`src/hdl/lbg_pkg.sv`:
```
package lbg_pkg;

	// scan and frame geometry
	localparam int SLOT_W     = 4;
	localparam int DIGIT_W    = 3;
	localparam int BYTE_W     = 8;
	localparam int BAR_DIGITS = 5;
	localparam int BAR_W      = BAR_DIGITS * BYTE_W;
	localparam int ROWS       = 2;
	localparam int ROW_AW     = 1;
	localparam int PHASE_W    = 4;

	localparam logic [BYTE_W-1:0]  BAR_MAX    = 8'd40;
	localparam logic [PHASE_W-1:0] PHASE_WRAP = 4'd10;
	localparam logic [BYTE_W-1:0]  BLINK_WRAP = 8'd10;
	localparam logic [BYTE_W-1:0]  BLINK_HALF = 8'd5;

	// digit codes
	localparam logic [DIGIT_W-1:0] ALARM_DIGIT = 3'd5;
	localparam logic [DIGIT_W-1:0] BLANK_DIGIT = 3'd6;

	// frame phases that do work
	localparam logic [PHASE_W-1:0] PH_BAR   = 4'd1;
	localparam logic [PHASE_W-1:0] PH_ALARM = 4'd2;
	localparam logic [PHASE_W-1:0] PH_BLINK = 4'd3;

	// frame memory rows: bar digits 0..4 in one row, alarm byte in the other
	localparam logic [ROW_AW-1:0] ROW_BAR   = 1'b0;
	localparam logic [ROW_AW-1:0] ROW_ALARM = 1'b1;

	// write request from the frame sequencer
	typedef struct packed {
		logic              we;
		logic [ROW_AW-1:0] row;
		logic [BAR_W-1:0]  data;
	} frame_wr_t;

	// one-hot LED for a marker position, 0 lights nothing
	function automatic logic [BAR_W-1:0] mark_mask(input logic [BYTE_W-1:0] pos);
		logic [BYTE_W-1:0] p;
		logic [BAR_W-1:0]  m;
		p = (pos > BAR_MAX) ? BAR_MAX : pos;
		m = '0;
		if (p != '0) begin
			m = BAR_W'(1) << (p - 8'd1);
		end
		return m;
	endfunction

endpackage

```
`src/hdl/lbg_ram.sv`:
```
module lbg_ram #(
	parameter int WIDTH = 8,
	parameter int DEPTH = 2
) (
	input  logic                     clk,
	input  logic                     we,
	input  logic [$clog2(DEPTH)-1:0] waddr,
	input  logic [WIDTH-1:0]         wdata,
	input  logic                     re,
	input  logic [$clog2(DEPTH)-1:0] raddr,
	output logic [WIDTH-1:0]         rdata
);

	logic [WIDTH-1:0] mem [DEPTH];

	// one write port, registered read port
	always_ff @(posedge clk) begin
		if (we) begin
			mem[waddr] <= wdata;
		end
		if (re) begin
			rdata <= mem[raddr];
		end
	end

endmodule

```
`src/hdl/lbg_seq.sv`:
```
module lbg_seq (
	input  logic                  clk,
	input  logic                  arst_n,
	input  logic                  step,
	input  logic [7:0]            bar_level,
	input  logic [7:0]            high_mark,
	input  logic [7:0]            low_mark,
	input  logic [7:0]            mean_mark,
	input  logic [7:0]            alarm_pattern,
	input  logic                  blink_enable,
	output lbg_pkg::frame_wr_t    wr
);
	import lbg_pkg::*;

	logic [PHASE_W-1:0] phase_q;
	logic [PHASE_W-1:0] phase_nx;
	logic [BYTE_W-1:0]  blink_cnt_q;
	logic [BYTE_W-1:0]  blink_cnt_inc;
	logic               blink_off_q;
	logic [BYTE_W-1:0]  level;
	logic [BAR_W-1:0]   bar;
	logic [BAR_W-1:0]   hl_mask;
	logic [BAR_W-1:0]   frame_bar;

	assign phase_nx      = phase_q + PHASE_W'(1);
	assign blink_cnt_inc = blink_cnt_q + BYTE_W'(1);

	// bar fill: positions 1..level lit
	always_comb begin
		level = (bar_level > BAR_MAX) ? BAR_MAX : bar_level;
		for (int i = 0; i < BAR_W; i++) begin
			bar[i] = (BYTE_W'(i) < level);
		end
		hl_mask   = mark_mask(high_mark) | mark_mask(low_mark);
		frame_bar = blink_off_q ? (bar & ~hl_mask) : (bar | hl_mask);
		frame_bar = frame_bar | mark_mask(mean_mark);
	end

	// frame write on the blank-slot tick
	always_comb begin
		wr.we   = 1'b0;
		wr.row  = ROW_BAR;
		wr.data = frame_bar;
		if (step && phase_nx == PH_BAR) begin
			wr.we = 1'b1;
		end else if (step && phase_nx == PH_ALARM) begin
			wr.we   = 1'b1;
			wr.row  = ROW_ALARM;
			wr.data = BAR_W'(alarm_pattern);
		end
	end

	// phase counter and blink state
	always_ff @(posedge clk or negedge arst_n) begin
		if (!arst_n) begin
			phase_q     <= '0;
			blink_cnt_q <= '0;
			blink_off_q <= 1'b1;
		end else if (step) begin
			phase_q <= (phase_nx >= PHASE_WRAP) ? '0 : phase_nx;
			if (phase_nx == PH_BLINK) begin
				if (blink_enable) begin
					if (blink_cnt_inc >= BLINK_WRAP) begin
						blink_cnt_q <= '0;
						blink_off_q <= 1'b1;
					end else begin
						blink_cnt_q <= blink_cnt_inc;
						blink_off_q <= (blink_cnt_inc < BLINK_HALF);
					end
				end else begin
					blink_cnt_q <= blink_cnt_inc;
					blink_off_q <= 1'b0;
				end
			end
		end
	end

endmodule

```
`src/hdl/led_bar_graph_display_scanner.sv`:
```
// Channel  Handshake             Payload
// in       in_valid / in_ready   bar_level, high_mark, low_mark, mean_mark,
//                                alarm_pattern, blink_enable
// out      out_valid / out_ready digit_on, segment_drive
//
// One item per cycle sustained while out_ready stays high; an accepted item goes
// through stage one (frame memory read at accept), then the output register.
// The frame memory read issued at accept is bypassed when the previous item
// writes the same row in that cycle.
// Reset clears scan slot, phase, blink count and row valid bits; unwritten rows read
// as all ones. No clearing pass.
// A stalled output holds the item in stage one and drops in_ready.
module led_bar_graph_display_scanner #(
	parameter int SCAN_LAST = 6
) (
	input  logic       clk,
	input  logic       arst_n,
	input  logic       in_valid,
	output logic       in_ready,
	input  logic [7:0] bar_level,
	input  logic [7:0] high_mark,
	input  logic [7:0] low_mark,
	input  logic [7:0] mean_mark,
	input  logic [7:0] alarm_pattern,
	input  logic       blink_enable,
	output logic       out_valid,
	input  logic       out_ready,
	output logic [2:0] digit_on,
	output logic [7:0] segment_drive
);
	import lbg_pkg::*;

	logic                in_acc;
	logic                s1_go;
	logic [SLOT_W-1:0]   slot_q;
	logic [SLOT_W:0]     slot_inc;
	logic [ROW_AW-1:0]   rd_row;
	logic                s1_valid_q;
	logic [SLOT_W-1:0]   slot_s1;
	logic [7:0]          bar_level_s1;
	logic [7:0]          high_mark_s1;
	logic [7:0]          low_mark_s1;
	logic [7:0]          mean_mark_s1;
	logic [7:0]          alarm_pattern_s1;
	logic                blink_enable_s1;
	logic                row_ok_s1;
	logic                fwd_hit_s1;
	logic [ROWS-1:0]     row_valid_q;
	logic [BAR_W-1:0]    fwd_q;
	logic [BAR_W-1:0]    rdata;
	logic [BAR_W-1:0]    row_s1;
	logic [BYTE_W-1:0]   digit_byte;
	logic [BYTE_W-1:0]   hold_q;
	logic                is_digit;
	frame_wr_t           wr;

	assign in_acc   = in_valid && in_ready;
	assign s1_go    = s1_valid_q && (!out_valid || out_ready);
	assign in_ready = !s1_valid_q || s1_go;
	assign slot_inc = {1'b0, slot_q} + (SLOT_W+1)'(1);
	assign rd_row   = (slot_q[DIGIT_W-1:0] == ALARM_DIGIT && slot_q[SLOT_W-1] == 1'b0)
	                  ? ROW_ALARM : ROW_BAR;

	lbg_ram #(.WIDTH(BAR_W), .DEPTH(ROWS)) u_frame (
		.clk   (clk),
		.we    (wr.we),
		.waddr (wr.row),
		.wdata (wr.data),
		.re    (in_acc),
		.raddr (rd_row),
		.rdata (rdata)
	);

	lbg_seq u_seq (
		.clk           (clk),
		.arst_n        (arst_n),
		.step          (s1_go && slot_s1 == SLOT_W'(BLANK_DIGIT)),
		.bar_level     (bar_level_s1),
		.high_mark     (high_mark_s1),
		.low_mark      (low_mark_s1),
		.mean_mark     (mean_mark_s1),
		.alarm_pattern (alarm_pattern_s1),
		.blink_enable  (blink_enable_s1),
		.wr            (wr)
	);

	// scan slot counter, stage-one and output valid, row valid bits and hold byte
	always_ff @(posedge clk or negedge arst_n) begin
		if (!arst_n) begin
			slot_q      <= '0;
			s1_valid_q  <= 1'b0;
			row_valid_q <= '0;
			out_valid   <= 1'b0;
			hold_q      <= '0;
		end else begin
			if (in_acc) begin
				slot_q <= (slot_inc > (SLOT_W+1)'(SCAN_LAST)) ? '0 : slot_inc[SLOT_W-1:0];
			end
			if (in_acc) begin
				s1_valid_q <= 1'b1;
			end else if (s1_go) begin
				s1_valid_q <= 1'b0;
			end
			if (wr.we) begin
				row_valid_q[wr.row] <= 1'b1;
			end
			if (s1_go) begin
				out_valid <= 1'b1;
			end else if (out_ready) begin
				out_valid <= 1'b0;
			end
			if (s1_go && is_digit) begin
				hold_q <= ~digit_byte;
			end
		end
	end

	// stage-one payload, row status and write bypass
	always_ff @(posedge clk) begin
		if (in_acc) begin
			slot_s1          <= slot_q;
			bar_level_s1     <= bar_level;
			high_mark_s1     <= high_mark;
			low_mark_s1      <= low_mark;
			mean_mark_s1     <= mean_mark;
			alarm_pattern_s1 <= alarm_pattern;
			blink_enable_s1  <= blink_enable;
			row_ok_s1        <= row_valid_q[rd_row];
			fwd_hit_s1       <= wr.we && wr.row == rd_row;
		end
		if (wr.we) begin
			fwd_q <= wr.data;
		end
	end

	// pick the row source and the digit byte out of the row
	always_comb begin
		if (fwd_hit_s1) begin
			row_s1 = fwd_q;
		end else if (row_ok_s1) begin
			row_s1 = rdata;
		end else begin
			row_s1 = '1;
		end
		is_digit = (slot_s1 < SLOT_W'(ALARM_DIGIT) + SLOT_W'(1));
		if (slot_s1 == SLOT_W'(ALARM_DIGIT)) begin
			digit_byte = row_s1[BYTE_W-1:0];
		end else begin
			digit_byte = row_s1[slot_s1[DIGIT_W-1:0]*BYTE_W +: BYTE_W];
		end
	end

	// output register
	always_ff @(posedge clk) begin
		if (s1_go) begin
			digit_on      <= is_digit ? slot_s1[DIGIT_W-1:0] : BLANK_DIGIT;
			segment_drive <= is_digit ? ~digit_byte : hold_q;
		end
	end

endmodule
```
`config.mk`:
```
export PLATFORM = sky130hd
export DESIGN_NAME = led_bar_graph_display_scanner
export DESIGN_NICKNAME = d
export VERILOG_FILES = /design/src/hdl/lbg_pkg.sv /design/src/hdl/lbg_ram.sv /design/src/hdl/lbg_seq.sv /design/src/hdl/led_bar_graph_display_scanner.sv
export SDC_FILE = /design/constraint.sdc
export NUM_CORES = 1
export LEC_CHECK = 0
export CAP_MARGIN = 5
export CORE_MARGIN = 2
export CORE_UTILIZATION = 59
export DETAILED_ROUTE_END_ITERATION = 12
export DONT_BUFFER_PORTS = 1
export PLACE_DENSITY = 0.75
export SLEW_MARGIN = 20
export SYNTH_ARGS = -nofsm -noshare
export SYNTH_HDL_FRONTEND = slang
export SYNTH_HIERARCHICAL = 1
export SYNTH_SLANG_ARGS = --single-unit
export TNS_END_PERCENT = 5
```
`constraint.sdc`:
```
create_clock -name clk -period 8.02 [get_ports clk]
set_input_delay 2.406 -clock clk [delete_from_list [all_inputs] [get_ports clk]]
set_output_delay 2.406 -clock clk [all_outputs]
set_load 0.05 [all_outputs]
```
; ---- Word-level counts from Yosys, hierarchy flattened
; Memories as Yosys holds them, arrays and structs flattened. A register that Yosys moved wholly into a read port is not among the register bits.
; Cells that the tools add are included.
[totals]
out_inout_bits = 13
n_memories = 1
wordCells = 149
ramBits = 80
ff_bits = 127
inputBits = 45
[op_classes]
shifts = 4
bitwise_logic = 8
n_addsub = 6
reduce_logical = 19
n_eq_ne = 7
magnitude_cmp = 52
muxes = 32
[memory_table]
columns = memory, words, width, read_ports, rd_ports_with_merged_regs, write_ports, line_no
row1 = u_frame.mem, 2, 40, 1, 1, 1, lbg_ram.sv:14  ; logic [WIDTH-1:0] mem [DEPTH];
[op_table]
columns = operator, n
row1 = 2-to-1 mux 40 bit, 6
row2 = "< comparator 5 x 8 -> 1 bit, first input constant", 16
row3 = bitwise OR 40 bit, 3
row4 = "left shift 1 x 8 -> 40 bit, first input constant", 3
row5 = "< comparator 4 x 8 -> 1 bit, first input constant", 8
row6 = "< comparator 6 x 8 -> 1 bit, first input constant", 8
row7 = 2-to-1 mux 8 bit, 8
row8 = 2-to-1 mux 42 bit, 1
row9 = 2-to-1 mux 41 bit, 1
row10 = bitwise AND 40 bit, 1
row11 = NOT 40 bit, 1
row12 = variable part select 40 x 7 -> 8 bit, 1
row13 = "> comparator 8 x 6 -> 1 bit, second input constant", 4
row14 = "< comparator 3 x 8 -> 1 bit, first input constant", 4
row15 = nonzero test 8 bit, 3
row16 = "subtractor 8 x 1 -> 8 bit, second input constant", 3
row17 = "< comparator 1 x 8 -> 1 bit, first input constant", 2
row18 = "< comparator 2 x 8 -> 1 bit, first input constant", 2
row19 = 2-to-1 mux 1 bit, 13
row20 = logical AND 1 bit, 9
row21 = "adder 8 x 1 -> 8 bit, second input constant", 1
row22 = "equality test 4 x 2 -> 1 bit, second input constant", 2
row23 = "equality test 4 x 3 -> 1 bit, second input constant", 2
row24 = ">= comparator 8 x 4 -> 1 bit, second input constant", 1
row25 = other kinds (20), 25

; ---- Logic depth before layout (Yosys ltp)
[depth]
word_depth = 17
ltp_mapped = 13
mapped_depth_nobuf = 10

; ---- Cells and area by module
; The synthesis kept the hierarchy.
[modules_own_cells]
columns = mod, area_each_um2, n_inst, seq_area_each_um2, cells_per_inst
row1 = led_bar_graph_display_scanner, 4753.3, 1, 3343.2, 316
row2 = lbg_seq, 4491.8, 1, 326.6, 656
row3 = lbg_ram, 4111.4, 1, 3603.5, 166

; ---- Worst setup path before layout
; No wires, ideal clock.
[synth_timing]
path_type = input to register
start = input out_ready
end = memory u_frame/mem[0][0] in the netlist's numbering, enable pin
path_buffers = 2
arrival_ns = 6.878
path_stages = 7
setup_time_ns = 0.442
setup_slack_ns = 0.700
cell_sequence = nor2b_1 -> clkbuf_1 -> nor2_1 -> nor4b_1 -> clkbuf_1 -> o211a_1 -> nor2b_1
[synth_lines]
columns = element, line_no
row1 = "start, declared", led_bar_graph_display_scanner.sv:27  ; input logic out_ready,
row2 = "end, declared", lbg_ram.sv:14

==> flow_summary.ini <==
[power_and_ir_drop]
pwr-share-clk_pct = 37.2
swShare_pct = 27.1
p_leak_nw = 4.70
p_comb_share_pct = 15.3
internal_power_mw = 2.51
p_sw_mw = 0.935
p_per_area_nw_per_um2 = 240
p_seq_share_pct = 47.5
vdd_drop_max_mv = 0.294

[placement]
portBuffers = 0
place_area_um2 = 13400
place_ws_ns = 1.77
gp_congestion = 1.00
hpwlAfterDp_um = 23600

[sta]
rsz0062_at_grt = no
period_needed_ns = 5.75
fin_crit_sh_pct = 71.6
setup_viol = 0
setup-tns-final_ns = 0
max_slew.worst_pin.slew_ns = 1.09
finalWorstSetupSlack_ns = 2.27
hold_viol_final = 0
finalClockSkew_ns = 0.0195
slew_violations = 0
fmax_ghz = 0.174
relSlewSlack_pct = 27.4

[floorplan]
ios = 58
die_x_um = 154
initial_core_util_pct = 59.5
die_area_um2 = 23900
rows = 55
coreArea_um2 = 22400
die_h_um = 154

[layout]
final_nets = 1162
mostFrequentLayoutCell = edfxtp_1
syn2layout_area_growth_pct = 7.45
layout-drive-gt1-share_pct = 15.8
final_cell_mix = edfxtp_1, nand2_1, nor2_1
antenna_cells = 0
postLayoutCellArea_um2 = 14400

[detailed_routing]
ant_nets = 0
routed_wl_um = 33200
drcViolationCount = 0
wire_per_inst_um = 23.6
vias_per_cell = 6.90
vias = 9718
drt-pass1-iter-count = 6
drt-initial-drc-count = 1157

[synthesis]
synth_simple_gate_area_share_pct = 15.9
ys.warnings.count = 6
synthXorXnorAreaFrac_pct = 0.393
synth_area_leaders = edfxtp_1, dfrtp_1, mux2_2
avgSynthCellArea_um2 = 11.7
synth_edf_count = 218
synthCells = 1138
synth.distinct_cells = 105
synthMuxAreaShare_pct = 5.57
synthAdderAreaFrac_pct = 1.31
async_reset_ff_share_pct = 11.7
syn_area_um2 = 13400
synth_top_area_share_pct = 49.0
synth_compound_area_share_pct = 18.5
ys_seq_area_share_pct = 54.5
ys_ff_latch = 247
synth_nets = 1197
synth_top_family_by_area = compound AO/OA/AOI/OAI gates
yosys_most_used_dff = edfxtp_1
yosys.area.top_type = edfxtp_1

[grt]
overflow = 0
grt_pass1_wl_um = 51600
grt_max_degree = 49
antenna_found_initial = 0
grt_pass1_vias = 8934
track_usage_pct = 27.8

[setup_path]
cp.arrival_ns = 5.88
worst-setup-path-type = in -> reg
worstPathMaxFanout = 40
crit_path_end_kind = flip-flop
startpoint_type = input pin
cp.required_ns = 8.16

[clock_tree]
clock-sinks = 247
cts.clk_slew.worst_paths_ns = 0.06
hold_buffers = 0
numCtsBuffers = 26
htree_levels = 1
post_cts_resized = 0
cts_tree = yes
cts_buffer_depth = 3
cts_setup_buffers = 0
clk_latency_ns = 0.53
root_buffer = clkbuf_16

[run_status]
status = finished clean

[job]
maxCapViolCount = 0

[worst_hold_path]
hp-class = reg -> reg
-- through the flow --
step | instances | hold slack (ns) | util, % | power, mW
final | 1408 | 0.467 | 64.0 | 3.44
after global routing | 1408 | 0.507 | 64.0 | 3.57
after CTS | 1408 | 0.473 | 64.0 | 3.45
after detailed placement | 1360 | 0.442 | 59.8 | 2.18
after global placement | 1360 | 0.434 | 59.8 | 2.17
after floorplan | 1138 | 0.422 | - | 2.06
-- worst paths after layout --
path	start	to	slack, ns	cells past startpoint
max in group asynchronous	arst_n	u_seq/blink_off_q	6.28	0
worst max register to register	mean_mark_s1[5]	u_frame/mem[0][6]	3.27	10
worst min-delay path	row_valid_q[0]	row_valid_q[0]	0.47	1
worst min register to register	row_valid_q[0]	row_valid_q[0]	0.47	1
min in group asynchronous	arst_n	u_seq/blink_cnt_q[4]	1.57	0
worst max-delay path	out_ready	u_frame/mem[1][28]	2.27	12
-- synthesized netlist by cell type (17+ instances only) --
cell type and n:
o21ai_0 27, nor2_1 58, a211oi_1 17, or2_2 19, nand2b_1 25, dfrtp_1 28, buf_2 29, o21ai_1 20
nor3_1 35, clkbuf_1 29, nand3_1 47, edfxtp_1 218, o221ai_1 34, mux2_2 55, inv_1 28, nand2_1 75
a21oi_1 48
-- power by group through the flow --
stage	Sequential (mW)	Combinational, mW	Clock [mW]
floorplan	1.62	0.443	0
global placement	1.66	0.513	0
detailed placement	1.66	0.521	0
CTS	1.63	0.524	1.30
global route	1.65	0.575	1.35
finish	1.64	0.528	1.28
-- area by class of cell --
| type | count | area [µm²] |
|---|---|---|
| Multi-Input combinational cell | 789 | 5600 |
| Clock buffer | 29 | 693 |
| Timing Repair Buffer | 10 | 75.1 |
| Sequential cell | 247 | 7270 |
| Fill cell | 1700 | 8080 |
| Tap cell | 285 | 357 |
| Inverter | 29 | 110 |
| Clock inverter | 19 | 246 |
-- state kept, by name (all words and copies together) (netlist names) --
signal and flops:
alarm_pattern_s1 8, bar_level_s1 8, blink_enable_s1 1, digit_on 3
fwd_hit_s1 1, fwd_q 40, high_mark_s1 8, hold_q 8
low_mark_s1 8, mean_mark_s1 8, out_valid 1, row_ok_s1 1
row_valid_q 2, s1_valid_q 1, segment_drive 8, slot_q 4
slot_s1 4, u_frame/mem 80, u_frame/rdata 40, u_seq/blink_cnt_q 8
u_seq/blink_off_q 1, u_seq/phase_q 4
-- critical path, cell delays in order --
cell and delay [ns]:
nor2b_1 0.17, nor2_1 0.72, nor4b_2 0.35, buf_4 0.25
nand2_1 0.08, nor2_1 0.09, buf_4 0.20, nand2_1 0.07
buf_4 0.21, inv_1 0.07, buf_4 0.29, and2_2 0.93
-- routing by layer --
metal  GRT usage, %  up-vias  wire length [µm]
met3           3.22       95              2090
met2           43.7      436             15100
li1               -     4466                 -
met4           13.1        0              1830
met5              0        -                 0
met1           39.1     4721             14200
-- cells by family (layout without fill, tap and decap cells) --
group | count (synthesis) | in the layout
flops | 247 | 247
fa+ha+maj | 14 | 14
buf+inv | 102 | 87
mux | 67 | 67
compound gates | 323 | 323
simple gates | 379 | 379
xor+xnor | 6 | 6
Note: power is estimated with default switching activity, not from simulation.
